File: config.mk
export PLATFORM = sky130hd
export DESIGN_NAME = life_generation_step
export DESIGN_NICKNAME = d
export VERILOG_FILES = /design/src/hdl/lgs_pkg.sv /design/src/hdl/lgs_front.sv /design/src/hdl/lgs_queue.sv /design/src/hdl/lgs_back.sv /design/src/hdl/life_generation_step.sv
export SDC_FILE = /design/constraint.sdc
export NUM_CORES = 1
export LEC_CHECK = 0
export BUFFER_PORTS_ARGS = -buffer_cell sky130_fd_sc_hd__buf_2
export CAP_MARGIN = 10
export CORE_AREA = 2 2 199 201
export DETAILED_ROUTE_END_ITERATION = 12
export DIE_AREA = 0 0 201 203
export HOLD_SLACK_MARGIN = 0.12
export PLACE_DENSITY_LB_ADDON = 0.12
export REMOVE_ABC_BUFFERS = 1
export SLEW_MARGIN = 20
export SYNTH_ARGS = -nofsm -noshare
export SYNTH_HDL_FRONTEND = slang
export SYNTH_SLANG_ARGS = --single-unit
File: constraint.sdc
create_clock -name clk -period 15.8 [get_ports clk]
set_input_delay 3.16 -clock clk [delete_from_list [all_inputs] [get_ports clk]]
set_output_delay 3.16 -clock clk [all_outputs]
set_load 0.01 [all_outputs]
File: src/hdl/lgs_pkg.sv
// Shared types, constants and the Life rule for the generation step block.
`timescale 1ns / 1ps

package lgs_pkg;

    // Field widths fixed by the interface.
    localparam int CFG_W  = 7;
    localparam int POS_W  = 6;
    localparam int WIN_W  = 9;
    localparam int SEL_W  = 4;

    // Depth of the job queue between front and back.
    localparam int QUEUE_DEPTH = 4;

    // Grid side after reset.
    localparam logic [CFG_W-1:0] GRID_SIZE_RESET = 7'd64;

    // Which neighbor cell of the current input a result describes.
    localparam logic [1:0] RES_UP_LEFT = 2'd0;
    localparam logic [1:0] RES_UP      = 2'd1;
    localparam logic [1:0] RES_LEFT    = 2'd2;
    localparam logic [1:0] RES_HERE    = 2'd3;

    // One classified cell: its 3x3 window and the set of results it causes.
    typedef struct packed {
        logic [WIN_W-1:0] window;
        logic [SEL_W-1:0] sel;
    } job_ctl_t;

    // Next state of the window cell chosen by pick (B3/S23, outside is dead).
    // Window bit k*3+t holds column k (oldest first) and row t (top first).
    function automatic logic next_state(logic [WIN_W-1:0] win, logic [1:0] pick);
        int         kc;
        int         tc;
        logic [3:0] n;
        logic       ctr;
        kc  = 1 + int'(pick[0]);
        tc  = 1 + int'(pick[1]);
        n   = 4'd0;
        ctr = win[kc * 3 + tc];
        for (int k = 0; k < 3; k++)
        begin
            for (int t = 0; t < 3; t++)
            begin
                if ((k != kc || t != tc) && (k - kc <= 1) && (kc - k <= 1)
                    && (t - tc <= 1) && (tc - t <= 1))
                begin
                    n = n + 4'(win[k * 3 + t]);
                end
            end
        end
        return (n == 4'd3) || (n == 4'd2 && ctr);
    endfunction

endpackage

File: src/hdl/lgs_front.sv
// Front part: raster counters, line buffers, window and result classification.
`timescale 1ns / 1ps

module lgs_front #(
    parameter int NMAX = 64,
    parameter int CW   = 6
) (
    input  logic                     clk,
    input  logic                     rst_n,
    input  logic                     cfg_we,
    input  logic [lgs_pkg::CFG_W-1:0] cfg_wdata,
    input  logic                     accept,
    input  logic                     alive,
    output logic                     job_push,
    output lgs_pkg::job_ctl_t        job_ctl,
    output logic [CW-1:0]            job_row,
    output logic [CW-1:0]            job_col
);

    localparam logic [lgs_pkg::CFG_W-1:0] NMAX_V = lgs_pkg::CFG_W'(NMAX);

    logic [lgs_pkg::CFG_W-1:0] grid_size_reg, grid_size_next;
    logic [CW-1:0]             row_reg, row_next;
    logic [CW-1:0]             col_reg, col_next;
    logic [lgs_pkg::WIN_W-1:0] window_reg, window_next;
    logic [1:0]                pf_reg;
    logic [1:0]                lbuf_mem [NMAX];

    logic [lgs_pkg::CFG_W-1:0] side;
    logic [CW-1:0]             last;
    logic                      row_last, col_last;
    logic [CW-1:0]             col_adv, row_adv;
    logic                      top, mid;

    // Side in use, clamped to the supported range.
    always_comb
    begin
        if (grid_size_reg < 7'd2)
        begin
            side = 7'd2;
        end
        else if (grid_size_reg > NMAX_V)
        begin
            side = NMAX_V;
        end
        else
        begin
            side = grid_size_reg;
        end
        last = CW'(side - 7'd1);
    end

    assign row_last = (row_reg == last);
    assign col_last = (col_reg == last);
    assign col_adv  = col_last ? '0 : col_reg + CW'(1);
    assign row_adv  = row_last ? '0 : row_reg + CW'(1);

    // Stale line buffers read as dead: the upper one in the first two rows, the lower one in row 0.
    assign top = (row_reg >= CW'(2)) ? pf_reg[1] : 1'b0;
    assign mid = (row_reg != '0) ? pf_reg[0] : 1'b0;

    // Counter, window and register updates; a configuration write restarts the frame.
    always_comb
    begin
        grid_size_next = grid_size_reg;
        row_next       = row_reg;
        col_next       = col_reg;
        window_next    = window_reg;
        if (cfg_we)
        begin
            grid_size_next = cfg_wdata;
            row_next       = '0;
            col_next       = '0;
            window_next    = '0;
        end
        else if (accept)
        begin
            col_next    = col_adv;
            row_next    = col_last ? row_adv : row_reg;
            window_next = job_ctl.window;
        end
    end

    // Window after shifting in the new column, and the results this cell releases.
    always_comb
    begin
        job_ctl.window = ((col_reg == '0) ? '0 : (window_reg >> 3))
                         | {alive, mid, top, 6'b0};
        job_ctl.sel[0] = (row_reg != '0) && (col_reg != '0);
        job_ctl.sel[1] = (row_reg != '0) && col_last;
        job_ctl.sel[2] = row_last && (col_reg != '0);
        job_ctl.sel[3] = row_last && col_last;
    end

    assign job_push = accept && (job_ctl.sel != '0);
    assign job_row  = row_reg;
    assign job_col  = col_reg;

    always_ff @(posedge clk or negedge rst_n)
    begin
        if (!rst_n)
        begin
            grid_size_reg <= lgs_pkg::GRID_SIZE_RESET;
            row_reg       <= '0;
            col_reg       <= '0;
            window_reg    <= '0;
        end
        else
        begin
            grid_size_reg <= grid_size_next;
            row_reg       <= row_next;
            col_reg       <= col_next;
            window_reg    <= window_next;
        end
    end

    // Line buffer memory: write this column, prefetch the next column for the next transfer.
    always_ff @(posedge clk)
    begin
        if (accept)
        begin
            lbuf_mem[col_reg] <= {mid, alive};
            pf_reg            <= lbuf_mem[col_adv];
        end
    end

`ifndef SYNTHESIS
    // The column counter wraps after the last column of a row.
    a_col_wrap: assert property (@(posedge clk) disable iff (!rst_n)
        accept && !cfg_we && col_last |=> col_reg == '0)
        else $error("column counter did not wrap at row end");
`endif

endmodule

File: src/hdl/lgs_queue.sv
// Small job queue that decouples the front part from the back part.
`timescale 1ns / 1ps

module lgs_queue #(
    parameter int DW    = 25,
    parameter int DEPTH = 4
) (
    input  logic          clk,
    input  logic          rst_n,
    input  logic          push,
    input  logic [DW-1:0] din,
    output logic          full,
    input  logic          pop,
    output logic [DW-1:0] dout,
    output logic          empty
);

    localparam int PW = (DEPTH > 1) ? $clog2(DEPTH) : 1;
    localparam int NW = $clog2(DEPTH + 1);

    logic [DW-1:0] slot_reg [DEPTH];
    logic [PW-1:0] wr_ptr_reg, wr_ptr_next;
    logic [PW-1:0] rd_ptr_reg, rd_ptr_next;
    logic [NW-1:0] count_reg, count_next;
    logic          wr, rd;

    assign full  = (count_reg == NW'(DEPTH));
    assign empty = (count_reg == '0);
    assign wr    = push && !full;
    assign rd    = pop && !empty;
    assign dout  = slot_reg[rd_ptr_reg];

    // Pointer and fill count updates.
    always_comb
    begin
        wr_ptr_next = wr_ptr_reg;
        rd_ptr_next = rd_ptr_reg;
        count_next  = count_reg;
        if (wr)
        begin
            wr_ptr_next = (wr_ptr_reg == PW'(DEPTH - 1)) ? '0 : wr_ptr_reg + PW'(1);
        end
        if (rd)
        begin
            rd_ptr_next = (rd_ptr_reg == PW'(DEPTH - 1)) ? '0 : rd_ptr_reg + PW'(1);
        end
        if (wr && !rd)
        begin
            count_next = count_reg + NW'(1);
        end
        else if (rd && !wr)
        begin
            count_next = count_reg - NW'(1);
        end
    end

    always_ff @(posedge clk or negedge rst_n)
    begin
        if (!rst_n)
        begin
            wr_ptr_reg <= '0;
            rd_ptr_reg <= '0;
            count_reg  <= '0;
        end
        else
        begin
            wr_ptr_reg <= wr_ptr_next;
            rd_ptr_reg <= rd_ptr_next;
            count_reg  <= count_next;
        end
    end

    // Storage slots.
    always_ff @(posedge clk)
    begin
        if (wr)
        begin
            slot_reg[wr_ptr_reg] <= din;
        end
    end

`ifndef SYNTHESIS
    // With both pointers equal the count tells full from empty; both at once is a slip.
    a_not_full_empty: assert property (@(posedge clk) disable iff (!rst_n)
        !(full && empty))
        else $error("queue reports full and empty together");
`endif

endmodule

File: src/hdl/lgs_back.sv
// Back part: expands each job into its results and holds the output register.
`timescale 1ns / 1ps

module lgs_back #(
    parameter int CW = 6
) (
    input  logic                      clk,
    input  logic                      rst_n,
    input  logic                      q_empty,
    output logic                      q_pop,
    input  lgs_pkg::job_ctl_t         q_ctl,
    input  logic [CW-1:0]             q_row,
    input  logic [CW-1:0]             q_col,
    input  logic                      pop,
    output logic                      empty,
    output logic                      next_alive,
    output logic [lgs_pkg::POS_W-1:0] cell_row,
    output logic [lgs_pkg::POS_W-1:0] cell_col,
    output logic                      frame_end,
    output logic                      run_last
);

    logic [lgs_pkg::WIN_W-1:0] win_reg;
    logic [lgs_pkg::SEL_W-1:0] pend_reg, pend_next;
    logic [CW-1:0]             row_reg, col_reg;
    logic                      out_valid_reg, out_valid_next;
    logic                      next_alive_reg;
    logic [lgs_pkg::POS_W-1:0] cell_row_reg, cell_col_reg;
    logic                      frame_end_reg, run_last_reg;

    logic                      advance, emit, load;
    logic [1:0]                pick;
    logic [lgs_pkg::SEL_W-1:0] pend_rest;

    // Oldest pending result of the current job goes first.
    always_comb
    begin
        priority if (pend_reg[0])
        begin
            pick = lgs_pkg::RES_UP_LEFT;
        end
        else if (pend_reg[1])
        begin
            pick = lgs_pkg::RES_UP;
        end
        else if (pend_reg[2])
        begin
            pick = lgs_pkg::RES_LEFT;
        end
        else
        begin
            pick = lgs_pkg::RES_HERE;
        end
    end

    assign pend_rest = pend_reg & ~(lgs_pkg::SEL_W'(1) << pick);
    assign advance   = !out_valid_reg || pop;
    assign emit      = advance && (pend_reg != '0);
    assign load      = !q_empty && ((pend_reg == '0) || (emit && pend_rest == '0));
    assign q_pop     = load;

    // Pending set and output valid updates.
    always_comb
    begin
        pend_next      = pend_reg;
        out_valid_next = out_valid_reg;
        if (load)
        begin
            pend_next = q_ctl.sel;
        end
        else if (emit)
        begin
            pend_next = pend_rest;
        end
        if (emit)
        begin
            out_valid_next = 1'b1;
        end
        else if (advance)
        begin
            out_valid_next = 1'b0;
        end
    end

    always_ff @(posedge clk or negedge rst_n)
    begin
        if (!rst_n)
        begin
            pend_reg      <= '0;
            out_valid_reg <= 1'b0;
        end
        else
        begin
            pend_reg      <= pend_next;
            out_valid_reg <= out_valid_next;
        end
    end

    // Job payload and result payload registers.
    always_ff @(posedge clk)
    begin
        if (load)
        begin
            win_reg <= q_ctl.window;
            row_reg <= q_row;
            col_reg <= q_col;
        end
        if (emit)
        begin
            next_alive_reg <= lgs_pkg::next_state(win_reg, pick);
            cell_row_reg   <= lgs_pkg::POS_W'(row_reg - (pick[1] ? CW'(0) : CW'(1)));
            cell_col_reg   <= lgs_pkg::POS_W'(col_reg - (pick[0] ? CW'(0) : CW'(1)));
            frame_end_reg  <= (pick == lgs_pkg::RES_HERE);
            run_last_reg   <= (pend_rest == '0);
        end
    end

    assign empty      = !out_valid_reg;
    assign next_alive = next_alive_reg;
    assign cell_row   = cell_row_reg;
    assign cell_col   = cell_col_reg;
    assign frame_end  = frame_end_reg;
    assign run_last   = run_last_reg;

`ifndef SYNTHESIS
    // The frame's last cell is always the final result of its item.
    a_frame_end_last: assert property (@(posedge clk) disable iff (!rst_n)
        out_valid_reg && frame_end_reg |-> run_last_reg)
        else $error("frame end result not marked as last of its run");

    // Every job taken from the queue releases at least one result.
    a_job_nonempty: assert property (@(posedge clk) disable iff (!rst_n)
        q_pop |=> pend_reg != '0)
        else $error("job with no results reached the back part");
`endif

endmodule

File: src/hdl/life_generation_step.sv
// Top level of the streaming Life generation step (B3/S23).
// Each job goes through the job queue and the back part's job registers to the output register.
// Throughput: one cell per cycle in, one result per cycle out while the receiver pops; a row end
// below the first row releases 2 results, as does each later cell of the last row, its last cell 4.
// The front stalls only when the 4-entry job queue is full.
// Reset (rst_n low, asynchronous) empties queue and output, sets grid size 64, counters to zero.
`timescale 1ns / 1ps

module life_generation_step #(
    parameter int MAX_SIZE = 64
) (
    input  logic                      clk,
    input  logic                      rst_n,
    input  logic                      cfg_we,
    input  logic [lgs_pkg::CFG_W-1:0] cfg_wdata,
    input  logic                      push,
    output logic                      full,
    input  logic                      alive,
    output logic                      empty,
    input  logic                      pop,
    output logic                      next_alive,
    output logic [lgs_pkg::POS_W-1:0] cell_row,
    output logic [lgs_pkg::POS_W-1:0] cell_col,
    output logic                      frame_end,
    output logic                      run_last
);

    // The 7-bit grid size register also bounds the usable side.
    localparam int NMAX = (MAX_SIZE < 127) ? MAX_SIZE : 127;
    localparam int CW   = $clog2(NMAX);
    localparam int DW   = lgs_pkg::WIN_W + lgs_pkg::SEL_W + 2 * CW;

    logic                  accept;
    logic                  job_push;
    lgs_pkg::job_ctl_t     job_ctl, q_ctl;
    logic [CW-1:0]         job_row, job_col, q_row, q_col;
    logic                  q_empty, q_pop;
    logic [DW-1:0]         q_din, q_dout;

    assign accept = push && !full;
    assign q_din  = {job_ctl, job_row, job_col};
    assign {q_ctl, q_row, q_col} = q_dout;

    lgs_front #(
        .NMAX (NMAX),
        .CW   (CW)
    ) u_front (
        .clk       (clk),
        .rst_n     (rst_n),
        .cfg_we    (cfg_we),
        .cfg_wdata (cfg_wdata),
        .accept    (accept),
        .alive     (alive),
        .job_push  (job_push),
        .job_ctl   (job_ctl),
        .job_row   (job_row),
        .job_col   (job_col)
    );

    lgs_queue #(
        .DW    (DW),
        .DEPTH (lgs_pkg::QUEUE_DEPTH)
    ) u_queue (
        .clk   (clk),
        .rst_n (rst_n),
        .push  (job_push),
        .din   (q_din),
        .full  (full),
        .pop   (q_pop),
        .dout  (q_dout),
        .empty (q_empty)
    );

    lgs_back #(
        .CW (CW)
    ) u_back (
        .clk        (clk),
        .rst_n      (rst_n),
        .q_empty    (q_empty),
        .q_pop      (q_pop),
        .q_ctl      (q_ctl),
        .q_row      (q_row),
        .q_col      (q_col),
        .pop        (pop),
        .empty      (empty),
        .next_alive (next_alive),
        .cell_row   (cell_row),
        .cell_col   (cell_col),
        .frame_end  (frame_end),
        .run_last   (run_last)
    );

endmodule

* Word-level counts from Yosys, hierarchy flattened
Memories as Yosys holds them, arrays and structs flattened. A register that Yosys moved wholly into a read port is not among the register bits.
Index checks and enable logic that the tools add are counted.
** Cells by class
- $add $sub $neg :: 30
- $mul :: 1
- $lt $le $gt $ge :: 16
- Equal/unequal tests :: 12
- Shifts and indexed selects :: 1
- Multiplexer cells :: 52
- Bitwise operators :: 3
- Reductions and logical operators :: 83
** Operators with widths (number)
- $le 32x2->1 const B :: 12
- $mux 4 :: 19
- $ne 2x32->1 const A :: 2
- $ne 3x32->1 const A :: 2
- $reduce_bool 32->1 :: 2
- $sub 1x32->32 const A :: 2
- $sub 2x32->32 const A :: 2
- $sub 3x32->32 const A :: 2
- $sub 32x2->32 const B :: 2
- $sub 32x3->32 const B :: 2
- $mux 6 :: 10
- $logic_and 1x1->1 :: 50
- $add 32x32->32 :: 1
- $add 4x1->4 :: 8
- $lt 32x6->1 const B :: 1
- $mul 32x3->32 const B :: 1
- $mux 9 :: 2
- $mux 1 :: 14
- $add 6x1->6 const B :: 2
- $eq 6x6->1 :: 2
- $logic_or 1x1->1 :: 12
- $reduce_bool 6->1 :: 2
- $sub 6x6->6 :: 2
- $reduce_bool 2->1 :: 5
- other kinds (24) :: 39
** Word-level totals
- Bits in registers :: 76
- Memory bits (writable) :: 228
- Input bits :: 13
- Logic and storage cells :: 217
- Memories kept :: 2
** Memories
- u_front.lbuf_mem :: depth 64, bits a word 2, rd ports 1, clocked after memory_dff 1, wr ports 1, line lgs_front.sv:27 : logic [1:0] lbuf_mem [NMAX];
- u_queue.slot_reg :: depth 4, bits a word 25, rd ports 1, clocked after memory_dff 0, wr ports 1, line lgs_queue.sv:21 : logic [DW-1:0] slot_reg [DEPTH];

* Longest topological paths before layout
Gate-level depths: netlist of run 1.
- Depth after elaboration :: 39
- Depth in mapped cells :: 31

* Hierarchy
A second synthesis of run 1 with hierarchy kept.
** Unflattened totals
- Cell total of the unflattened synthesis :: 938
- Area, all modules :: 13740.7 sq um
** Modules (own cells, without submodules)
- lgs_front :: instances 1, cells an instance 564, area each 7313.3 sq um, seq. area each 4530.6 sq um
- lgs_queue :: instances 1, cells an instance 168, area each 4075.2 sq um, seq. area each 3178.0 sq um
- lgs_back :: instances 1, cells an instance 205, area each 2338.5 sq um, seq. area each 1206.2 sq um
- life_generation_step :: instances 1, cells an instance 1, area each 13.8 sq um, seq. area each 0.0 sq um

* Least setup slack after synthesis of run 1
Ideal clock, no wire load.
- Path kind :: reg2reg
- Start :: register u_back.pend_reg[2] (netlist name)
- End :: register u_back.next_alive_reg (netlist: u_back.next_alive) (data pin)
- Data arrival time :: 6.231 ns
- Setup slack :: 9.439 ns
- Cell stages (with the launch flop) :: 32
- Path buffers :: 2
- Period minus slack after synthesis :: 6.361 ns
- Path through :: dfrtp_1 -> nor2b_1 -> or2_2 -> clkbuf_1 -> ha_1 -> clkbuf_1 -> and2_1 -> ha_1 -> a21o_1 -> ha_1 -> a21o_1 -> ha_1 -> ha_1 -> a2bb2oi_1 -> inv_1 -> ha_1 -> nor2_1 -> a21oi_1 -> ha_1 -> nor2_1 -> a21oi_1 -> o21a_1 -> ha_1 -> mux2_2 -> ha_1 -> mux2i_1 -> inv_1 -> ha_1 -> nor3b_1 -> nand2_1 -> o211ai_1 -> o21a_1
** Between the ends
- Longest elaborated chain between the ends :: 39
** RTL lines
- start: declaration :: line lgs_back.sv:24 : logic [lgs_pkg::SEL_W-1:0] pend_reg, pend_next;
- start signal: assignment :: line lgs_back.sv:94 : pend_reg <= pend_next;
- $mux 1 * :: line lgs_back.sv:46 : else if (pend_reg[2])
- $mux 2 * :: line lgs_back.sv:42 : else if (pend_reg[1])
- $mux 2 * :: line lgs_back.sv:38 : priority if (pend_reg[0])
- $add 1x1->2 * :: line lgs_pkg.sv:37 : kc = 1 + int'(pick[0]);
- $sub 1x32->32 / $reduce_bool 32->1 (equally long branches) :: line lgs_pkg.sv:45 : if ((k != kc || t != tc) && (k - kc <= 1) && (kc - k <= 1)
- $le 32x2->1 / $logic_or 1x1->1 (equally long branches) :: line lgs_pkg.sv:45
- $logic_and 1x1->1 (2 in a row) :: line lgs_pkg.sv:45
- $logic_and 1x1->1 (2 in a row) :: line lgs_pkg.sv:46 : && (t - tc <= 1) && (tc - t <= 1))
- [... 21 more ...]
- $mux 4 :: line lgs_pkg.sv:45
- $mux 4 :: line lgs_back.sv:108 : if (emit)
- $add 4x1->4 :: line lgs_pkg.sv:48 : n = n + 4'(win[k * 3 + t]);
- $mux 4 :: line lgs_pkg.sv:45
- $mux 4 :: line lgs_back.sv:108
- $eq 4x2->1 :: line lgs_pkg.sv:52 : return (n == 4'd3) || (n == 4'd2 && ctr);
- $logic_and 1x1->1 :: line lgs_pkg.sv:52
- $logic_or 1x1->1 * :: line lgs_pkg.sv:52
- end signal: assignment :: line lgs_back.sv:110 : next_alive_reg <= lgs_pkg::next_state(win_reg, pick);
- end: declaration :: line lgs_back.sv:27 : logic next_alive_reg;
Mark *: on every way between the ends. The rest lies on a longest branch, timed or not. The select of a mux whose other input is x is not followed.
A chain may end at the register's enable or synchronous reset.

* Worst setup path after layout of run 1
- Start :: register u_back.pend_reg[0] (netlist name)
- End :: register u_back.next_alive_reg (netlist: u_back.next_alive) (data pin)
** Between the ends
- Longest elaborated chain between the ends :: 37
** RTL lines (line)
- $mux 2 * :: lgs_back.sv:38
- $add 1x1->2 (on tied branches) :: lgs_pkg.sv:37, lgs_pkg.sv:38
- $sub 1x32->32 / $reduce_bool 32->1 (equally long branches) :: lgs_pkg.sv:45
- $le 32x2->1 / $logic_or 1x1->1 (equally long branches) :: lgs_pkg.sv:45
- $logic_and 1x1->1 (2 in a row) :: lgs_pkg.sv:45
- $logic_and 1x1->1 (2 in a row) :: lgs_pkg.sv:46
- $mux 1 :: lgs_pkg.sv:45
- $mux 4 :: lgs_back.sv:108
- [... 19 more ...]
- $mux 4 :: lgs_pkg.sv:45
- $mux 4 :: lgs_back.sv:108
- $add 4x1->4 :: lgs_pkg.sv:48
- $mux 4 :: lgs_pkg.sv:45
- $mux 4 :: lgs_back.sv:108
- $eq 4x2->1 :: lgs_pkg.sv:52
- $logic_and 1x1->1 :: lgs_pkg.sv:52
- $logic_or 1x1->1 * :: lgs_pkg.sv:52
Marked as above.

==> flow_summary.json, run 1 <==
{
  "status": "finished, final reports clean",
  "wl_um": 30770,
  "path_max_fanout": 13,
  "worstMarginPinSlew_ps": 952.5,
  "worstHoldPathType": "reg2reg",
  "antenna_left": 0,
  "area_growth_pct": 13.76,
  "dpl.cell_count": 1474,
  "diodes": 0,
  "power.leakage_nw": 5.484,
  "finalWorstSetupSlack_ps": 8663,
  "postSynthCellCount": 956,
  "finalCritPeriodShare": 0.4517,
  "syn-cell-area_mm2": 0.01371,
  "cpMaxStageDelayCell": "or2_0",
  "postCtsSetupBuffers": 0,
  "first_pass_iters": 7,
  "skew_ps": 14.68,
  "clk_pin_slew_ps": 60,
  "slew_headroom": 0.3650,
  "grtUsageTotal": 0.1554,
  "fin_util": 0.4055,
  "synth_largest_area_cell": "edfxtp_1",
  "dieArea_mm2": 0.04080,
  "fin_nets": 1043,
  "endpoint_kind": "flop",
  "async_flop_share": 0.1221,
  "arrival_ps": 7520,
  "dp_slack_ps": 8710,
  "crit_required_ps": 16180,
  "clk_latency_ps": 530,
  "cellPowerDensity_mw_per_mm2": 175.8,
  "ys_warn_count": 0,
  "synth_top_area_frac": 0.5825,
  "numCtsBuffers": 35,
  "portBuffers": 29,
  "h-tree-depth": 2,
  "final_cells": 1535,
  "cts.sinks": 303,
  "syn_avg_cell_area_um2": 14.34,
  "die_w_um": 201,
  "fmax_mhz": 140.1,
  "period_needed_ps": 7137,
  "critPathLaunchType": "flop",
  "layout-drive-gt1-share": 0.1721,
  "largest_reg_flops": 128,
  "synth_area_leaders": "edfxtp_1 58%, mux4_2 7.7%, dfrtp_1 6.6%, ha_1 3.3%, nor2_1 3.3%",
  "dp_hpwl_um": 19080,
  "synth.yosys.seq_area_share": 0.6501,
  "routedWlPerCell_um": 20.04,
  "antenna_found_initial": 0,
  "synth_ff_type": "edfxtp_1",
  "cts_tree": "done",
  "cts_resized": 0,
  "start_util": 0.3565,
  "ys_ff_latch": 303,
  "num_io_pins": 30,
  "critPathKind": "reg2reg",
  "grt_max_degree": 70,
  "total_power_w": 0.002742,
  "gp_congestion": 0.7404,
  "cts-root-buf": "clkbuf_16",
  "finalSetupViolCount": 0,
  "grt_pass1_vias": 8171,
  "crit_path_frequent_cell": "ha_1",
  "grt_pass1_wl_um": 49030,
  "grt_overflow": 0,
  "cpPeakStageDelay_ps": 660,
  "maxCapViolations": 0,
  "final_hold_viol_count": 0,
  "die_h_um": 203,
  "via_count": 7893,
  "drv_slew": 0,
  "vias_per_cell": 5.142,
  "coreArea_mm2": 0.03847,
  "peakVddDrop_v": 0.00008915,
  "cts_hold_buf": 0,
  "rsz0062_at_grt": "no",
  "clock_path_buffers": 3,
  "rows": 72,
  "yosysUniqueCellTypes": 80,
  "drc": 0,
  "finalSetupTns_ps": 0,
  "drt_iter0_drc": 540,
  "synth-edff-count": 266
}
worst paths after layout:
kind	from	endpoint	slack, ps	cells after the start
max in group asynchronous	rst_n	u_queue.rd_ptr_reg[0]$_DFFE_PN0P_	12380	1
hold / removal	u_queue.count_reg[2]$_DFFE_PN0P_	u_queue.count_reg[2]$_DFFE_PN0P_	500	1
hold reg to reg	u_queue.count_reg[2]$_DFFE_PN0P_	u_queue.count_reg[2]$_DFFE_PN0P_	500	1
min in group asynchronous	rst_n	u_front.grid_size_reg[0]$_DFFE_PN0P_	2770	1
setup reg to reg	u_back.pend_reg[0]$_DFFE_PN0P_	u_back.next_alive$_DFFE_PP_	8660	28
setup / recovery	u_back.pend_reg[0]$_DFFE_PN0P_	u_back.next_alive$_DFFE_PP_	8660	28
Yosys cell counts (3+ instances only):
cell,number
mux4_2,47
nand3b_1,3
or3_1,4
and3_1,6
clkbuf_1,29
xor2_1,15
ha_1,36
mux2i_1,11
nor3b_1,7
o311ai_0,3
o31ai_1,6
a2bb2oi_1,3
a211oi_1,5
nor3_1,15
nand2_1,63
o21bai_1,3
o21ai_0,16
nor2b_1,8
o211ai_1,6
and2_1,13
nand2b_1,4
o21a_1,4
nor2_1,119
a22o_1,5
buf_2,6
a21o_1,6
mux2_2,14
edfxtp_1,266
nor4_1,5
inv_1,37
a32o_1,3
nand4_1,5
dfrtp_1,36
a21oi_1,33
xnor2_1,22
a31oi_1,4
o22ai_1,4
nand3_1,21
buf_1,6
cells in the final DEF, fill, tap and decap left out, types with 5 or more instances in the layout:
cell type	n
a21oi_1	33
a211oi_1	5
mux2i_1	11
xor2_1	14
clkinv_2	6
buf_2	29
o21ai_0	16
o211ai_1	6
nand4_1	5
nand3_1	21
and3_1	6
inv_1	37
and2_1	13
nor4_1	5
edfxtp_1	266
nor2b_1	7
nor3b_1	7
nor3_1	15
ha_1	36
dfrtp_1	34
xnor2_1	22
mux2_2	14
o31ai_1	6
clkinv_1	10
a21o_1	6
nor2_1	118
clkbuf_16	37
nand2_1	63
buf_4	15
a22o_1	5
mux4_2	47
layout make-up:
cell class / instances / area [um2]
clock buffers: 41 / 940.9
clock inverters: 20 / 196.4
fillers: 3595 / 22870
inverters: 39 / 146.4
multi-input cells: 570 / 4493
flip-flops and latches: 303 / 8917
well taps: 518 / 648.1
repair buffers: 44 / 257.7
logic make-up (layout without fill, tap and decap cells):
| kind of cell | after synthesis | after routing | synth area share |
|---|---|---|---|
| flip-flops | 303 | 303 | 0.6501 |
| multiplexers | 72 | 72 | 0.09672 |
| AO/OA/AOI/OAI | 133 | 133 | 0.07044 |
| AND/OR/NAND/NOR | 291 | 291 | 0.1005 |
| buffers and inverters | 83 | 144 | 0.02436 |
| XOR/XNOR | 37 | 37 | 0.02363 |
| adder cells (fa/ha/maj) | 37 | 37 | 0.03431 |
metal layers:
layer,part of all wire,vias to the layer above,track usage
li1,-,3711,-
met2,0.49,133,0.2629
met1,0.44,3994,0.2033
met5,0,-,0
met4,0.028,0,0.05450
met3,0.036,55,0.02504
power breakdown:
| group | total, W | leakage [nW] | switching (W) | internal [W] |
|---|---|---|---|---|
| combinational | 0.000899 | 1.87 | 0.000517 | 0.000383 |
| clock | 0.000808 | 0.557 | 0.000319 | 0.000489 |
| sequential | 0.00104 | 3.06 | 0.0000606 | 0.000975 |
| total | 0.00274 | 5.48 | 0.000896 | 0.00185 |
critical path: cells and delay by family, from the launching register on:
family                   cells  cell delay (ps)
AO/OA/AOI/OAI                8             1420
adder cells (fa/ha/maj)      9             2650
buffers and inverters        2              260
flip-flops                   1              450
multiplexers                 2              510
AND/OR/NAND/NOR              7             1720
per-stage QoR:
step / instance area [um2] / hold WS (ps)
floorplan: 13530 / 456.0
global placement: 14460 / 477.7
detailed placement: 14460 / 479.4
CTS: 15600 / 493.1
global route: 15600 / 533.3
finish: 15600 / 495.1
Note: power is estimated with default switching activity, not from simulation.
==> inputs of run 2 (changes only) <==
Clock period 15.8 ns to 6.1 ns, I/O delays scaled along.
==> run 2 against run 1 <==
  * Utilization grew 0.30 points
  * Clock power grew 140%
  * First-iteration DRC count shrank 11%
  * Sequential cell count is the same
  * Largest power group is now combinational cells
  * Highest routed layer unchanged
  * Via count grew 0.56%
  * Critical endpoint unchanged
  * Non-clock buffer count grew 15
==> flow_summary.json, run 2 (same netlist as run 1, synthesis figures left out) <==
{
  "status": "finished, final reports clean",
  "r2r.worst_path.cells": 27,
  "die_w_um": 201,
  "first_pass_iters": 5,
  "clock_path_buffers": 3,
  "grt_pass1_vias": 8258,
  "num_io_pins": 30,
  "gp_congestion": 0.7622,
  "finalCritPeriodShare": 0.9506,
  "cts-root-buf": "clkbuf_16",
  "routedWlPerCell_um": 19.57,
  "gr-usage-met2": 0.2622,
  "grt_max_degree": 70,
  "via_count": 7937,
  "cts_tree": "done",
  "clk_latency_ps": 510,
  "dp_hpwl_um": 19050,
  "grtUsageTotal": 0.1534,
  "drt_iter0_drc": 479,
  "portBuffers": 29,
  "clk_pin_slew_ps": 60,
  "area_growth_pct": 14.61,
  "crit_end": "u_back.next_alive$_DFFE_PP_",
  "cellPowerDensity_mw_per_mm2": 467.8,
  "period_needed_ps": 5799,
  "endpoint_kind": "flop",
  "maxCapViolations": 0,
  "peakVddDrop_v": 0.0002319,
  "grt.busiest_layer": "met2",
  "diodes": 0,
  "largest_reg_flops": 128,
  "arrival_ps": 6170,
  "wl_um": 30330,
  "fillerInstances": 3644,
  "grt_overflow": 0,
  "drc": 0,
  "r2r_end": "u_back.next_alive$_DFFE_PP_",
  "die_h_um": 203,
  "layout_common_cells": "266 x edfxtp_1, 115 x nor2_1, 63 x nand2_1",
  "power.leakage_nw": 5.490,
  "start_util": 0.3565,
  "dieArea_mm2": 0.04080,
  "path_max_fanout": 3,
  "critPathLaunchType": "flop",
  "finalSetupTns_ps": 0,
  "skew_ps": 20.14,
  "reg2reg_slack_ps": 300,
  "drv_slew": 0,
  "h-tree-depth": 2,
  "vias_per_cell": 5.121,
  "crit_required_ps": 6480,
  "worstHoldPathType": "reg2reg",
  "met3_usage": 0.02135,
  "cts_hold_buf": 0,
  "critPathLaunch": "u_back.pend_reg[2]$_DFFE_PN0P_",
  "finalSetupViolCount": 0,
  "final_common_cell": "edfxtp_1",
  "antenna_found_initial": 0,
  "rows": 72,
  "worstMarginPinSlew_ps": 952.0,
  "met1_usage": 0.2018,
  "antenna_left": 0,
  "rsz0062_at_grt": "no",
  "critPathKind": "reg2reg",
  "numCtsBuffers": 35,
  "grt_pass1_wl_um": 48670,
  "r2r_start": "u_back.pend_reg[2]$_DFFE_PN0P_",
  "coreArea_mm2": 0.03847,
  "fmax_mhz": 172.5,
  "layout-drive-gt1-share": 0.1938,
  "final_hold_viol_count": 0,
  "slew_headroom": 0.3608,
  "fin_nets": 1058,
  "cts.sinks": 303,
  "fin_util": 0.4086
}
run 2: cell types whose count changed in the layout (fill, tap and decap cells not counted), sizes merged:
cell,before,now
buf,44,59
bufinv,4,1
clkinv,17,15
clkbuf,41,46
run 2: per-stage QoR:
| step | cell area, um2 | hold slack, ps | power, W | cells | setup slack [ps] |
|---|---|---|---|---|---|
| after floorplan | 13530 | 456.0 | 0.004441 | 912 | -117.6 |
| after global placement | 14570 | 478.2 | 0.005227 | 1488 | 140.3 |
| after detailed placement | 14570 | 479.0 | 0.005251 | 1488 | 56.56 |
| after CTS | 15620 | 492.4 | 0.007226 | 1549 | 37.67 |
| after global routing | 15720 | 532.6 | 0.007866 | 1550 | 18.75 |
| final | 15720 | 490.2 | 0.007352 | 1550 | 301.3 |
run 2: per-layer routing:
layer | vias to the layer above | wire length, um
met2 | 150 | 14810
met5 | - | 0
met1 | 3992 | 13520
met3 | 59 | 1117
met4 | 0 | 881
li1 | 3736 | -
run 2: final cells by class:
cell class,instances,area [um2],area share
sequential,303,8917,0.5674
clock inverter,15,93.84,0.005971
tap,518,648.1,0.04124
clock buffer,46,959.7,0.06106
inverter,39,146.4,0.009315
multi-input combinational,570,4581,0.2915
timing repair buffer,59,370.4,0.02357
run 2: repair_timing:
action | 4_1_cts | 5_1_grt
setup buffers | 0 | 1
resized for setup | 0 | 17
setup endpoints to repair | 0 | 1
endpoints found under the hold margin | 0 | 0
run 2: worst max-delay path: stages (launching register included):
cell	delay (ps)
dfrtp_1	370
nor2b_1	130
or2_2	280
ha_1	210
and2_1	150
ha_1	270
a21o_1	180
ha_4	210
a21o_1	150
ha_1	280
nor2_2	120
nor2_1	70
ha_2	320
nand2_1	60
o31ai_2	80
ha_2	320
mux2_4	300
ha_4	170
ha_1	300
mux2_2	280
ha_1	290
mux2i_1	180
inv_1	90
ha_1	280
nor3b_4	180
nand2_1	80
o211ai_1	180
o21a_1	140
run 2: worst min-delay path by stage:
stage                     cells past startpoint                              from                               end
after floorplan                               1  u_queue.count_reg[2]$_DFFE_PN0P_  u_queue.count_reg[2]$_DFFE_PN0P_
after global placement                        1  u_queue.count_reg[2]$_DFFE_PN0P_  u_queue.count_reg[2]$_DFFE_PN0P_
after detailed placement                      1  u_queue.count_reg[2]$_DFFE_PN0P_  u_queue.count_reg[2]$_DFFE_PN0P_
after CTS                                     1  u_queue.count_reg[2]$_DFFE_PN0P_  u_queue.count_reg[2]$_DFFE_PN0P_
after global routing                          1  u_queue.count_reg[2]$_DFFE_PN0P_  u_queue.count_reg[2]$_DFFE_PN0P_
final                                         1  u_queue.count_reg[2]$_DFFE_PN0P_  u_queue.count_reg[2]$_DFFE_PN0P_
run 2: report_power, final:
group	leakage, nW	total (W)	internal [W]	switching (W)
clock network	0.515	0.00195	0.00115	0.000803
registers	3.03	0.00268	0.00252	0.000159
logic	1.95	0.00272	0.00128	0.00144
==> inputs of run 3 (changes only) <==
Settings changed: CORE_AREA 2 2 199 201 to 2 2 159 161, DIE_AREA 0 0 201 203 to 0 0 161 163, REMOVE_ABC_BUFFERS 1 to not set, SLEW_MARGIN 20 to 30.
==> run 3 against run 2 <==
  * Maximum frequency decreased by 1.1%
  * Count of clock-buffer cells in the layout decreased by 9
  * Register-to-register slack got worse by 60 ps
  * Wire length decreased by 9.4%
  * Sequential cell count unchanged
  * Clock power increased by 2%
  * Clock skew decreased by 9.7 ps
  * Global-route usage increased by 5.9 points
  * Non-clock buffer count decreased by 1
  * Combinational power increased by 5%
  * Final cell count decreased by 12%
  * Hold slack got worse by 0.53 ps
  * Critical path type unchanged
  * Critical endpoint unchanged
  * Largest cell class unchanged
==> flow_summary.json, run 3 (same netlist as run 1, synthesis figures left out) <==
{
  "place_area_mm2": 0.01430,
  "maxCapViolations": 0,
  "r2r_start": "u_back.pend_reg[2]$_DFFE_PN0P_",
  "peakVddDrop_v": 0.0004893,
  "drt_iter0_drc": 536,
  "arrival_ps": 6170,
  "layout_common_cells": "266 x edfxtp_1, 115 x nor2_1, 63 x nand2_1",
  "die_h_um": 163,
  "cts.sinks": 303,
  "power.leakage_nw": 5.490,
  "period_needed_ps": 5863,
  "critPathLaunchType": "flop",
  "gp_congestion": 0.8175,
  "rows": 58,
  "cpMaxStageDelayCell": "dfrtp_1",
  "fmax_mhz": 170.6,
  "h-tree-depth": 1,
  "finalCritPeriodShare": 0.9612,
  "fin_util": 0.6310,
  "numCtsBuffers": 31,
  "r2r_end": "u_back.next_alive$_DFFE_PP_",
  "dieArea_mm2": 0.02624,
  "worstHoldPathCells": 1,
  "num_io_pins": 30,
  "clock_path_buffers": 3,
  "r2r.worst_path.cells": 28,
  "cts_hold_buf": 0,
  "critPathKind": "reg2reg",
  "die_w_um": 161,
  "cpPeakStageDelay_ps": 380,
  "final_hold_viol_count": 0,
  "finalSetupTns_ps": 0,
  "dp_hpwl_um": 17290,
  "finish.instance_area_mm2": 0.01557,
  "start_util": 0.5558,
  "endpoint_kind": "flop",
  "portBuffers": 29,
  "grt_pass1_wl_um": 43340,
  "antenna_left": 0,
  "slew_headroom": 0.3850,
  "skew_ps": 10.39,
  "diodes": 0,
  "clk_pin_slew_ps": 60,
  "cellPowerDensity_mw_per_mm2": 482.1,
  "path_max_fanout": 5,
  "finalSetupViolCount": 0,
  "grt_overflow": 0,
  "final_common_cell": "edfxtp_1",
  "wl_um": 27500,
  "grtUsageTotal": 0.2126,
  "area_growth_pct": 13.53,
  "syn-num-nets": 1006,
  "via_count": 7946,
  "largest_reg_flops": 128,
  "worstHoldPathType": "reg2reg",
  "grt_max_degree": 70,
  "grt_pass1_vias": 7960,
  "vias_per_cell": 5.856,
  "fin_nets": 1053,
  "crit_path_frequent_cell": "ha_4",
  "reg2reg_slack_ps": 240,
  "first_pass_iters": 5,
  "fillerInstances": 1867,
  "status": "finished, final reports clean",
  "layout-drive-gt1-share": 0.2025,
  "coreArea_mm2": 0.02467,
  "clk_latency_ps": 550,
  "hold_path_startpoint": "u_queue.count_reg[2]$_DFFE_PN0P_",
  "total_power_w": 0.007506,
  "cts-root-buf": "clkbuf_16",
  "drc": 0,
  "cts_tree": "done",
  "worstHoldEndpoint": "u_queue.count_reg[2]$_DFFE_PN0P_",
  "drv_slew": 0,
  "antenna_found_initial": 0,
  "routedWlPerCell_um": 20.26,
  "worstMarginPinSlew_ps": 921.5,
  "crit_required_ps": 6410
}
==> run 3: changes by cell type in the layout (fill, tap and decap cells not counted), sizes merged <==
| cell | previous run | this run |
|---|---|---|
| clkinvlp | 1 | 3 |
| inv | 37 | 39 |
| bufinv | 1 | 7 |
| clkinv | 15 | 10 |
| buf | 59 | 58 |
| clkbuf | 46 | 37 |
==> run 3: layout make-up <==
cell class | count | area (um2) | share of cell area
timing repair buffer | 58 | 365.4 | 0.02347
inverter | 39 | 146.4 | 0.009403
clock buffer | 37 | 798.3 | 0.05127
multi-input combinational | 570 | 4644 | 0.2983
clock inverter | 20 | 285.3 | 0.01832
tap | 330 | 412.9 | 0.02652
sequential | 303 | 8916 | 0.5727
==> run 3: timing repair <==
item,in CTS,in global routing
setup buffers,2,6
pin swaps,0,7
gates cloned,0,0
endpoints found under the setup margin,1,1
resized for setup,3,19
==> run 3: stage by stage <==
stage                     hold slack (ps)  worst slack, ps  instances
after floorplan                     456.0            34.87        956
after global placement              480.0            123.1       1292
after detailed placement            475.8           -38.05       1292
after CTS                           488.7            2.864       1351
after global routing                498.4           -51.06       1357
final                               489.6            236.9       1357
==> run 3: how the worst max path moves through the flow <==
| stage | start | end | slack, ps | cells past startpoint |
|---|---|---|---|---|
| final | u_back.pend_reg[2]$_DFFE_PN0P_ | u_back.next_alive$_DFFE_PP_ | 240 | 28 |
| after global routing | u_back.pend_reg[2]$_DFFE_PN0P_ | u_back.next_alive$_DFFE_PP_ | -50 | 28 |
| after CTS | u_back.pend_reg[2]$_DFFE_PN0P_ | u_back.next_alive$_DFFE_PP_ | 3 | 29 |
| after detailed placement | u_back.pend_reg[1]$_DFFE_PN0P_ | u_back.next_alive$_DFFE_PP_ | -40 | 29 |
| after global placement | u_back.pend_reg[2]$_DFFE_PN0P_ | u_back.next_alive$_DFFE_PP_ | 120 | 29 |
| after floorplan | u_back.pend_reg[2]$_DFFE_PN0P_ | u_back.next_alive$_DFFE_PP_ | 30 | 31 |
==> run 3: report_power, final <==
group	total, W	switching, W	internal, W
clock network	0.00199	0.000760	0.00123
logic	0.00285	0.00152	0.00134
registers	0.00266	0.000139	0.00252
total	0.00751	0.00241	0.00509
==> run 3: critical path, delay by kind of cell, from the launching register on <==
| family | cells | cell delay [ps] |
|---|---|---|
| AOI/OAI and AO/OA | 7 | 910 |
| xor gates and xnor gates | 2 | 540 |
| adders and majority gates | 9 | 2200 |
| DFF | 1 | 380 |
| muxes | 1 | 310 |
| and+or+nand+nor | 9 | 1280 |
==> run 3: routing by layer <==
| metal | track usage | wire [um] | up-vias | share of wire |
|---|---|---|---|---|
| li1 | - | - | 3720 | - |
| met1 | 0.2714 | 11620 | 3969 | 0.42 |
| met2 | 0.3820 | 13920 | 203 | 0.51 |
| met3 | 0.03056 | 1184 | 54 | 0.043 |
| met4 | 0.06088 | 775 | 0 | 0.028 |
| met5 | 0 | 0 | - | 0 |
